File: config.mk
export PLATFORM = sky130hd
export DESIGN_NAME = strip_fan_triangle_assembler
export DESIGN_NICKNAME = d
export VERILOG_FILES = /design/src/sfta_pkg.sv /design/src/sfta_front.sv /design/src/sfta_queue.sv /design/src/sfta_back.sv /design/src/strip_fan_triangle_assembler.sv
export SDC_FILE = /design/constraint.sdc
export NUM_CORES = 1
export LEC_CHECK = 0
export BUFFER_PORTS_ARGS = -buffer_cell sky130_fd_sc_hd__buf_4
export CAP_MARGIN = 20
export CORE_UTILIZATION = 47
export CTS_BUF_LIST = sky130_fd_sc_hd__clkbuf_4
export CTS_CLUSTER_SIZE = 24
export DETAILED_ROUTE_END_ITERATION = 7
export PLACE_DENSITY = 0.69
export RECOVER_POWER = 25
export SLEW_MARGIN = 20
export SYNTH_ARGS = -nofsm -noshare
export SYNTH_HDL_FRONTEND = slang
export SYNTH_HIERARCHICAL = 1
export SYNTH_SLANG_ARGS = --single-unit
File: constraint.sdc
create_clock -name clk -period 12.1 [get_ports clk]
set_clock_uncertainty 0.05 [all_clocks]
set_input_delay 1.21 -clock clk [delete_from_list [all_inputs] [get_ports clk]]
set_output_delay 1.21 -clock clk [all_outputs]
set_load 0.01 [all_outputs]
File: src/sfta_pkg.sv
// ----------------------------------------------------------------------------
// sfta_pkg: shared types and constants of the strip/fan triangle assembler
// Holds the queue token that the front end passes to the back end, the
// group and count constants, and the front-end mode encoding.
// ----------------------------------------------------------------------------
`default_nettype none

package sfta_pkg;

  localparam int WORD_W          = 16;
  localparam int FACE_COUNT_BITS = 24;
  localparam int OUT_COUNT_W     = 24;
  localparam int GROUP_WORDS     = 4;
  localparam int MIN_VERTS       = 3;
  localparam int LEFT_W          = 15;
  localparam int PHASE_W         = $clog2(GROUP_WORDS);
  localparam int QUEUE_DEPTH     = 4;
  localparam int QUEUE_AW        = $clog2(QUEUE_DEPTH);
  localparam int QUEUE_CW        = $clog2(QUEUE_DEPTH + 1);

  // Front-end parse mode, one-hot.
  typedef enum logic [2:0] {
    MODE_HEADER = 3'b001,
    MODE_STRIP  = 3'b010,
    MODE_FAN    = 3'b100
  } mode_t;

  // One queued beat: a vertex index or a list-end marker.
  typedef struct packed {
    logic              is_end;
    logic              new_prim;
    logic              is_fan;
    logic [WORD_W-1:0] index;
  } token_t;

  // Queue occupancy status seen by the front end and the back end.
  typedef struct packed {
    logic full;
    logic empty;
  } q_stat_t;

endpackage

`default_nettype wire

File: src/sfta_front.sv
// ----------------------------------------------------------------------------
// sfta_front: command word parser
// Tracks header / group position and pushes one token per vertex group (its first
// word) and one per list terminator.
// ----------------------------------------------------------------------------
`default_nettype none

module sfta_front (
  input  wire logic                          clk,
  input  wire logic                          rst_n,
  input  wire logic                          word_take,
  input  wire logic [sfta_pkg::WORD_W-1:0]   word,
  output logic                               push,
  output sfta_pkg::token_t                   push_tok
);

  sfta_pkg::mode_t                     mode_r, mode_nxt;
  logic [sfta_pkg::PHASE_W-1:0]        phase_r, phase_nxt;
  logic [sfta_pkg::LEFT_W-1:0]         left_r, left_nxt;
  logic                                new_prim_r, new_prim_nxt;

  localparam logic [sfta_pkg::PHASE_W-1:0] PHASE_LAST =
    sfta_pkg::PHASE_W'(sfta_pkg::GROUP_WORDS - 1);

  logic is_header;
  logic word_zero;

  assign is_header = (mode_r == sfta_pkg::MODE_HEADER);
  assign word_zero = (word == '0);

  always_comb begin
    mode_nxt     = mode_r;
    phase_nxt    = phase_r;
    left_nxt     = left_r;
    new_prim_nxt = new_prim_r;
    push         = 1'b0;
    push_tok.is_end   = is_header;
    push_tok.new_prim = new_prim_r;
    push_tok.is_fan   = (mode_r == sfta_pkg::MODE_FAN);
    push_tok.index    = word;
    if (word_take) begin
      if (is_header) begin
        if (word_zero) begin
          push = 1'b1;
        end else begin
          phase_nxt    = '0;
          new_prim_nxt = 1'b1;
          if (word[sfta_pkg::WORD_W-1]) begin
            // magnitude - 1 of a negative count is its complement
            mode_nxt = sfta_pkg::MODE_FAN;
            left_nxt = ~word[sfta_pkg::LEFT_W-1:0];
          end else begin
            mode_nxt = sfta_pkg::MODE_STRIP;
            left_nxt = word[sfta_pkg::LEFT_W-1:0] - 1'b1;
          end
        end
      end else begin
        if (phase_r == '0) begin
          push         = 1'b1;
          new_prim_nxt = 1'b0;
        end
        if (phase_r == PHASE_LAST) begin
          phase_nxt = '0;
          if (left_r == '0) begin
            mode_nxt = sfta_pkg::MODE_HEADER;
          end else begin
            left_nxt = left_r - 1'b1;
          end
        end else begin
          phase_nxt = phase_r + 1'b1;
        end
      end
    end
  end

  always_ff @(posedge clk) begin
    if (!rst_n) begin
      mode_r     <= sfta_pkg::MODE_HEADER;
      phase_r    <= '0;
      left_r     <= '0;
      new_prim_r <= 1'b0;
    end else begin
      mode_r     <= mode_nxt;
      phase_r    <= phase_nxt;
      left_r     <= left_nxt;
      new_prim_r <= new_prim_nxt;
    end
  end

endmodule

`default_nettype wire

File: src/sfta_queue.sv
// ----------------------------------------------------------------------------
// sfta_queue: token queue between parser and assembler
// Small register FIFO; pointers wrap over the depth.
// ----------------------------------------------------------------------------
`default_nettype none

module sfta_queue (
  input  wire logic             clk,
  input  wire logic             rst_n,
  input  wire logic             push,
  input  wire sfta_pkg::token_t push_tok,
  input  wire logic             pop,
  output sfta_pkg::token_t      head_tok,
  output sfta_pkg::q_stat_t     stat
);

  localparam int DEPTH = sfta_pkg::QUEUE_DEPTH;

  sfta_pkg::token_t                slot_r [DEPTH];
  logic [sfta_pkg::QUEUE_AW-1:0]   wr_ptr_r, rd_ptr_r;
  logic [sfta_pkg::QUEUE_CW-1:0]   count_r, count_nxt;

  function automatic logic [sfta_pkg::QUEUE_AW-1:0] ptr_inc(
    input logic [sfta_pkg::QUEUE_AW-1:0] p
  );
    if (p == sfta_pkg::QUEUE_AW'(DEPTH - 1)) begin
      return '0;
    end
    return p + 1'b1;
  endfunction

  assign stat.full  = (count_r == sfta_pkg::QUEUE_CW'(DEPTH));
  assign stat.empty = (count_r == '0);
  assign head_tok   = slot_r[rd_ptr_r];

  always_comb begin
    count_nxt = count_r;
    if (push && !pop) begin
      count_nxt = count_r + 1'b1;
    end else if (pop && !push) begin
      count_nxt = count_r - 1'b1;
    end
  end

  always_ff @(posedge clk) begin
    if (!rst_n) begin
      wr_ptr_r <= '0;
      rd_ptr_r <= '0;
      count_r  <= '0;
    end else begin
      count_r <= count_nxt;
      if (push) begin
        wr_ptr_r <= ptr_inc(wr_ptr_r);
      end
      if (pop) begin
        rd_ptr_r <= ptr_inc(rd_ptr_r);
      end
    end
  end

  always_ff @(posedge clk) begin
    if (push) begin
      slot_r[wr_ptr_r] <= push_tok;
    end
  end

  // occupancy never runs past the depth
  a_count_bound: assert property (@(posedge clk) disable iff (!rst_n)
    count_r <= sfta_pkg::QUEUE_CW'(DEPTH))
    else $error("queue count above depth");

endmodule

`default_nettype wire

File: src/sfta_back.sv
// ----------------------------------------------------------------------------
// sfta_back: triangle assembler
// Keeps the three-vertex window, strip winding and the per-list face count;
// loads the output register when it is free or being drained.
// ----------------------------------------------------------------------------
`default_nettype none

module sfta_back (
  input  wire logic                               clk,
  input  wire logic                               rst_n,
  input  wire sfta_pkg::token_t                   tok,
  input  wire logic                               tok_valid,
  output logic                                    tok_pop,
  output logic                                    res_valid,
  input  wire logic                               res_ready,
  output logic [sfta_pkg::WORD_W-1:0]             res_a,
  output logic [sfta_pkg::WORD_W-1:0]             res_b,
  output logic [sfta_pkg::WORD_W-1:0]             res_c,
  output logic                                    res_end,
  output logic [sfta_pkg::OUT_COUNT_W-1:0]        res_count
);

  localparam int FCB = sfta_pkg::FACE_COUNT_BITS;
  localparam logic [1:0] SEEN_FULL = 2'(sfta_pkg::MIN_VERTS);

  logic [1:0]                    seen_r, seen_nxt;
  logic                          flip_r, flip_nxt;
  logic [sfta_pkg::WORD_W-1:0]   h1_r, h2_r, h3_r, h1_nxt, h2_nxt, h3_nxt;
  logic [FCB-1:0]                faces_r, faces_nxt;

  logic                          emit;
  logic [sfta_pkg::WORD_W-1:0]   ta, tb, tc;
  logic [1:0]                    seen_eff;
  logic                          flip_eff;
  logic [31:0]                   faces_wide;

  logic                          out_v_r;
  logic [sfta_pkg::WORD_W-1:0]   out_a_r, out_b_r, out_c_r;
  logic                          out_end_r;
  logic [sfta_pkg::OUT_COUNT_W-1:0] out_cnt_r;

  assign tok_pop    = tok_valid && (!out_v_r || res_ready);
  assign faces_wide = 32'(faces_r);

  always_comb begin
    seen_nxt  = seen_r;
    flip_nxt  = flip_r;
    h1_nxt    = h1_r;
    h2_nxt    = h2_r;
    h3_nxt    = h3_r;
    faces_nxt = faces_r;
    emit      = 1'b0;
    ta        = tok.index;
    tb        = h3_r;
    tc        = h2_r;
    seen_eff  = tok.new_prim ? 2'd0 : seen_r;
    flip_eff  = tok.new_prim ? 1'b0 : flip_r;
    if (tok_pop && !tok.is_end) begin
      flip_nxt = flip_eff;
      case (seen_eff)
        2'd0: begin
          h1_nxt   = tok.index;
          seen_nxt = 2'd1;
        end
        2'd1: begin
          h2_nxt   = tok.index;
          seen_nxt = 2'd2;
        end
        2'd2: begin
          h3_nxt   = tok.index;
          seen_nxt = SEEN_FULL;
          emit     = 1'b1;
          ta       = h1_r;
          tb       = h2_r;
          tc       = tok.index;
        end
        default: begin
          emit   = 1'b1;
          h2_nxt = h3_r;
          h3_nxt = tok.index;
          if (tok.is_fan) begin
            ta = h1_r;
            tb = h3_r;
            tc = tok.index;
          end else begin
            h1_nxt   = h2_r;
            flip_nxt = !flip_eff;
            if (flip_eff) begin
              ta = h2_r;
              tb = h3_r;
              tc = tok.index;
            end else begin
              ta = tok.index;
              tb = h3_r;
              tc = h2_r;
            end
          end
        end
      endcase
      if (emit && (faces_r != '1)) begin
        faces_nxt = faces_r + 1'b1;
      end
    end else if (tok_pop) begin
      faces_nxt = '0;
    end
  end

  always_ff @(posedge clk) begin
    if (!rst_n) begin
      seen_r  <= '0;
      flip_r  <= 1'b0;
      h1_r    <= '0;
      h2_r    <= '0;
      h3_r    <= '0;
      faces_r <= '0;
      out_v_r <= 1'b0;
    end else begin
      seen_r  <= seen_nxt;
      flip_r  <= flip_nxt;
      h1_r    <= h1_nxt;
      h2_r    <= h2_nxt;
      h3_r    <= h3_nxt;
      faces_r <= faces_nxt;
      if (tok_pop) begin
        out_v_r <= tok.is_end || emit;
      end else if (res_ready) begin
        out_v_r <= 1'b0;
      end
    end
  end

  always_ff @(posedge clk) begin
    if (tok_pop) begin
      out_end_r <= tok.is_end;
      if (tok.is_end) begin
        out_a_r   <= '0;
        out_b_r   <= '0;
        out_c_r   <= '0;
        out_cnt_r <= faces_wide[sfta_pkg::OUT_COUNT_W-1:0];
      end else begin
        out_a_r   <= ta;
        out_b_r   <= tb;
        out_c_r   <= tc;
        out_cnt_r <= '0;
      end
    end
  end

  assign res_valid = out_v_r;
  assign res_a     = out_a_r;
  assign res_b     = out_b_r;
  assign res_c     = out_c_r;
  assign res_end   = out_end_r;
  assign res_count = out_cnt_r;

endmodule

`default_nettype wire

File: src/strip_fan_triangle_assembler.sv
// ----------------------------------------------------------------------------
// strip_fan_triangle_assembler: strip/fan primitive assembly from a command
// stream
// Parses headers and four-word vertex groups, queues vertex indices and list
// terminators, and builds one triangle per vertex from the third onward.
// ----------------------------------------------------------------------------
//
//  channel  dir  ports                                   beat
//  -------  ---  --------------------------------------  ---------------------
//  in       in   in_valid/in_ready, in_word              one command word
//  out      out  out_valid/out_ready, out_vertex_a/b/c,  one triangle or one
//                out_end_of_list, out_face_count         list-end marker
//
//  One word per cycle while the token queue is not full; a result passes
//  through the 4-entry token queue and then the output register.
//  Front end (parser) stalls only when the token queue is full; back end
//  stalls only when the output register holds an untaken beat.
//  Reset (rst_n low, synchronous) returns the parser to header position and
//  clears the window, winding, face count, queue and output valid flag.
//  Headers of one or two vertices pass their groups through without a result.
//
`default_nettype none

module strip_fan_triangle_assembler (
  input  wire logic                                   clk,
  input  wire logic                                   rst_n,
  input  wire logic                                   in_valid,
  output logic                                        in_ready,
  input  wire logic signed [sfta_pkg::WORD_W-1:0]     in_word,
  output logic                                        out_valid,
  input  wire logic                                   out_ready,
  output logic signed [sfta_pkg::WORD_W-1:0]          out_vertex_a,
  output logic signed [sfta_pkg::WORD_W-1:0]          out_vertex_b,
  output logic signed [sfta_pkg::WORD_W-1:0]          out_vertex_c,
  output logic                                        out_end_of_list,
  output logic [sfta_pkg::OUT_COUNT_W-1:0]            out_face_count
);

  // front-end to queue
  logic                 push;
  sfta_pkg::token_t     push_tok;
  // queue to back-end
  sfta_pkg::token_t     head_tok;
  sfta_pkg::q_stat_t    q_stat;
  logic                 pop;
  logic                 word_take;

  logic [sfta_pkg::WORD_W-1:0] va, vb, vc;

  // a word is taken whenever the queue has room for its token
  assign in_ready  = !q_stat.full;
  assign word_take = in_valid && in_ready;

  sfta_front u_front (
    .clk       (clk),
    .rst_n     (rst_n),
    .word_take (word_take),
    .word      (in_word),
    .push      (push),
    .push_tok  (push_tok)
  );

  sfta_queue u_queue (
    .clk      (clk),
    .rst_n    (rst_n),
    .push     (push),
    .push_tok (push_tok),
    .pop      (pop),
    .head_tok (head_tok),
    .stat     (q_stat)
  );

  sfta_back u_back (
    .clk       (clk),
    .rst_n     (rst_n),
    .tok       (head_tok),
    .tok_valid (!q_stat.empty),
    .tok_pop   (pop),
    .res_valid (out_valid),
    .res_ready (out_ready),
    .res_a     (va),
    .res_b     (vb),
    .res_c     (vc),
    .res_end   (out_end_of_list),
    .res_count (out_face_count)
  );

  assign out_vertex_a = $signed(va);
  assign out_vertex_b = $signed(vb);
  assign out_vertex_c = $signed(vc);

  // end markers carry no vertices
  a_end_zero: assert property (@(posedge clk) disable iff (!rst_n)
    (out_valid && out_end_of_list) |->
      (out_vertex_a == '0 && out_vertex_b == '0 && out_vertex_c == '0))
    else $error("end marker with vertex data");

  // triangles carry no face count
  a_tri_count: assert property (@(posedge clk) disable iff (!rst_n)
    (out_valid && !out_end_of_list) |-> (out_face_count == '0))
    else $error("triangle with face count");

  // nothing is shown right after reset
  a_reset_idle: assert property (@(posedge clk)
    !rst_n |=> !out_valid)
    else $error("output valid after reset");

endmodule

`default_nettype wire
==> summary.md <==
## Critical path
- **worst-path fanout max** 46
- **data required time of the worst path** 12.38 ns
- **Crit path arrival time** 4.89 ns
- **endpoint class of the critical path** flip-flop
- **kind of critical path** flip-flop to flip-flop
- **type of element launching the critical path** flip-flop

## Clock network
- **CTS HTree Levels** 3
- **total CTS buffers** 69
- **Longest Clk Path Bufs** 3
- **CTS Root Cell** clkbuf_4
- **Sinks on Clock Net** 255
- **TritonCTS clock tree** done
- **clock latency of the later-clocked register in the worst-skew pair** 0.67 ns
- **hold-fix buffer count after cts** 0
- **Reg clk slew, reported paths** 0.07 ns
- **PostCTS Resize Cnt** 0
- **post-CTS setup repair buffer count** 0

## STA
- **setup repair after global routing missed its margin** no
- **setup total negative slack** 0 ns
- **transition at the pin with the smallest max-transition slack** 1.35 ns
- **Hold Vio Cnt, Final** 0
- **max-slew violation count** 0
- **Final min period** 4.61 ns
- **post-route clock period utilization** 38.1%
- **final setup violation count** 0
- **peak clock frequency supported by timing** 217 MHz
- **headroom to the max-slew limit** 9.72%

## GRT
- **number of antenna violations at the first check in global routing** 1
- **GRT Util Overall** 21.3%
- **largest net degree at the start of global routing** 74
- **number of global-route vias before repair** 8394
- **Overflow after GRT** 0
- **global-route wire length before repair** 43700 um

## Layout
- **fraction of layout instances using a drive strength above 1** 17.4%
- **commonest non-fill, non-tap cell in the layout** edfxtp_1
- **number of nets at the end of the flow** 1203
- **leading cell types in the layout, fill and taps excluded** 149 x edfxtp_1, 106 x dfxtp_1, 100 x clkbuf_4
- **area added between synthesis and finish** 13.4%

## Floorplan
- **count of boundary I/O pins** 95
- **initial core utilization** 47.7%
- **die outline area** 0.0261 mm^2
- **height of the chip** 162 um
- **Core Rows** 58
- **area of the core region** 0.0251 mm^2
- **Die Width** 162 um

## Pwr
- **clock network fraction of design power** 25.5%
- **total internal power** 2060 uW
- **leakage power figure** 0.00486 uW
- **power density relative to cell area** 235 mW/mm^2
- **final total power** 3200 uW
- **share of total power in combinational logic** 34.3%
- **switching part of the total** 35.7%
- **sw power** 1140 uW
- **VDD IR max** 142 uV
- **share of total power in sequential cells** 40.2%

## Min path
- **Hold Path Class** flip-flop to flip-flop

## Job
- **number of max-capacitance violations reported** 0

## Outcome
- **outcome** complete, no violations

## Placement
- **number of port buffers** 94
- **placer's final routability congestion estimate** 0.887
- **placed wire-length estimate after detailed placement** 17400 um

## Drt
- **post-detailed-route DRC marker count** 0
- **per-cell routed wire length** 17.7 um
- **length of the first detailed-routing pass in iterations** 5
- **Final Routed Wirelength** 27400 um
- **number of nets still failing antenna checks after routing** 0
- **total number of vias** 8847
- **ratio of routed vias to standard cells** 5.70
- **first-iteration detailed-routing DRC count** 648

## Synth
- **top flip-flop cell by instance count after synthesis** edfxtp_1
- **synthesized instance count** 1077
- **Synth Warn #** 6
- **count of distinct cell types in the synthesized netlist** 75
- **share of synthesized area occupied by flip-flops and latches** 55.0%
- **number of enable flip-flop cells after synthesis** 149
- **synthesized net count** 1115
- **share of synthesized registers carrying an async set or reset** 0%
- **cell area after synthesis** 0.0120 mm^2
- **Synth Register Bits** 255
- **average cell area after synthesis** 11.1 um^2

==> power groups by stage <==
stage               clock network [uW]  logic [uW]  registers [uW]
floorplan                            0         706            1340
global placement                     0        1100            1300
detailed placement                   0        1120            1310
CTS                                840        1120            1290
global route                       888        1200            1310
finish                             815        1100            1290
==> registers in the layout, indices dropped and copies added (netlist names), 16 cells and up, named ones only <==
signal / cells
u_back/faces_r: 24
u_back/res_count: 24
u_back/res_a: 16
u_back/h2_r: 16
u_back/h3_r: 16
u_queue/slot_r: 76
u_back/res_c: 16
u_back/h1_r: 16
u_back/res_b: 16
==> cell families (layout without fill, tap and decap cells) <==
| logic type | count (synthesis) | after routing | synth area share [%] |
|---|---|---|---|
| mux | 56 | 56 | 6.94 |
| flops | 255 | 255 | 55.0 |
| buf+inv | 125 | 268 | 4.84 |
| other cells | 0 | 1 | 0 |
| xor+xnor | 16 | 16 | 1.17 |
| simple gates | 347 | 347 | 14.7 |
| compound gates | 260 | 260 | 15.3 |
| fa+ha+maj | 18 | 18 | 1.94 |
==> final cells by class <==
class / instances / area [um^2]
sequential: 255 / 6600
clock buffer: 100 / 751
inverter: 38 / 144
tap: 330 / 413
timing repair buffer: 104 / 646
multi-input combinational: 697 / 4830
clock inverter: 26 / 215
antenna: 1 / 2.50
fill: 2257 / 11500
==> per-stage QoR <==
stage | hold slack, ns | worst slack [ns] | utilization [%] | instances | area, um^2
final | 0.416 | 7.49 | 54.1 | 1551 | 13600
after CTS | 0.419 | 7.80 | 54.7 | 1550 | 13700
after detailed placement | 0.411 | 7.84 | 50.8 | 1424 | 12800
after global placement | 0.403 | 7.78 | 50.8 | 1424 | 12800
after global routing | 0.446 | 7.08 | 54.1 | 1551 | 13600
after floorplan | 0.388 | 6.80 | - | 1077 | 12000
==> routing by layer <==
layer	part of all wire, %	global-route usage [%]	wire length (um)
met1	45	28.4	12300
met2	46	33.2	12500
met3	7.3	4.62	2010
met4	2.3	9.65	628
met5	0	0	0
==> critical path: stages (launching register included) <==
cell and delay (ns):
dfxtp_1 0.73, clkbuf_1 0.60, mux4_1 0.63, buf_4 0.28
nand2b_1 0.24, nor2_1 0.56, nand2_1 0.77, nand3_1 0.28
o21ai_0 0.11
==> cell usage after synthesis, types with 11 or more instances <==
library cell	n	area [um^2]
a31oi_1	16	100
inv_1	36	135
buf_4	19	143
o2bb2ai_1	17	149
ha_1	17	213
nand3_1	45	225
and2_1	30	188
o211a_1	18	180
nor3_1	23	115
a22o_1	16	140
a21oi_1	44	220
clkbuf_1	51	191
o211ai_1	21	158
a22oi_1	16	120
nor2_1	67	251
o22ai_1	11	68.8
nand2_1	96	360
o21ai_1	12	60.1
a211oi_1	21	158
edfxtp_1	149	4470
mux2i_1	37	370
nor2b_1	15	93.8
dfxtp_1	106	2120
o21ai_0	33	165
==> final timing paths <==
| path | startpoint | end | slack [ns] | cells past startpoint |
|---|---|---|---|---|
| max | flip-flop | u_back/res_b[1] | 7.49 | 8 |
| min | u_front/left_r[6] | u_front/left_r[6] | 0.42 | 2 |
| min reg2reg | u_front/left_r[6] | u_front/left_r[6] | 0.42 | 2 |
| max reg2reg | flip-flop | u_back/res_b[1] | 7.49 | 8 |
(Power assumes the default switching activity.)
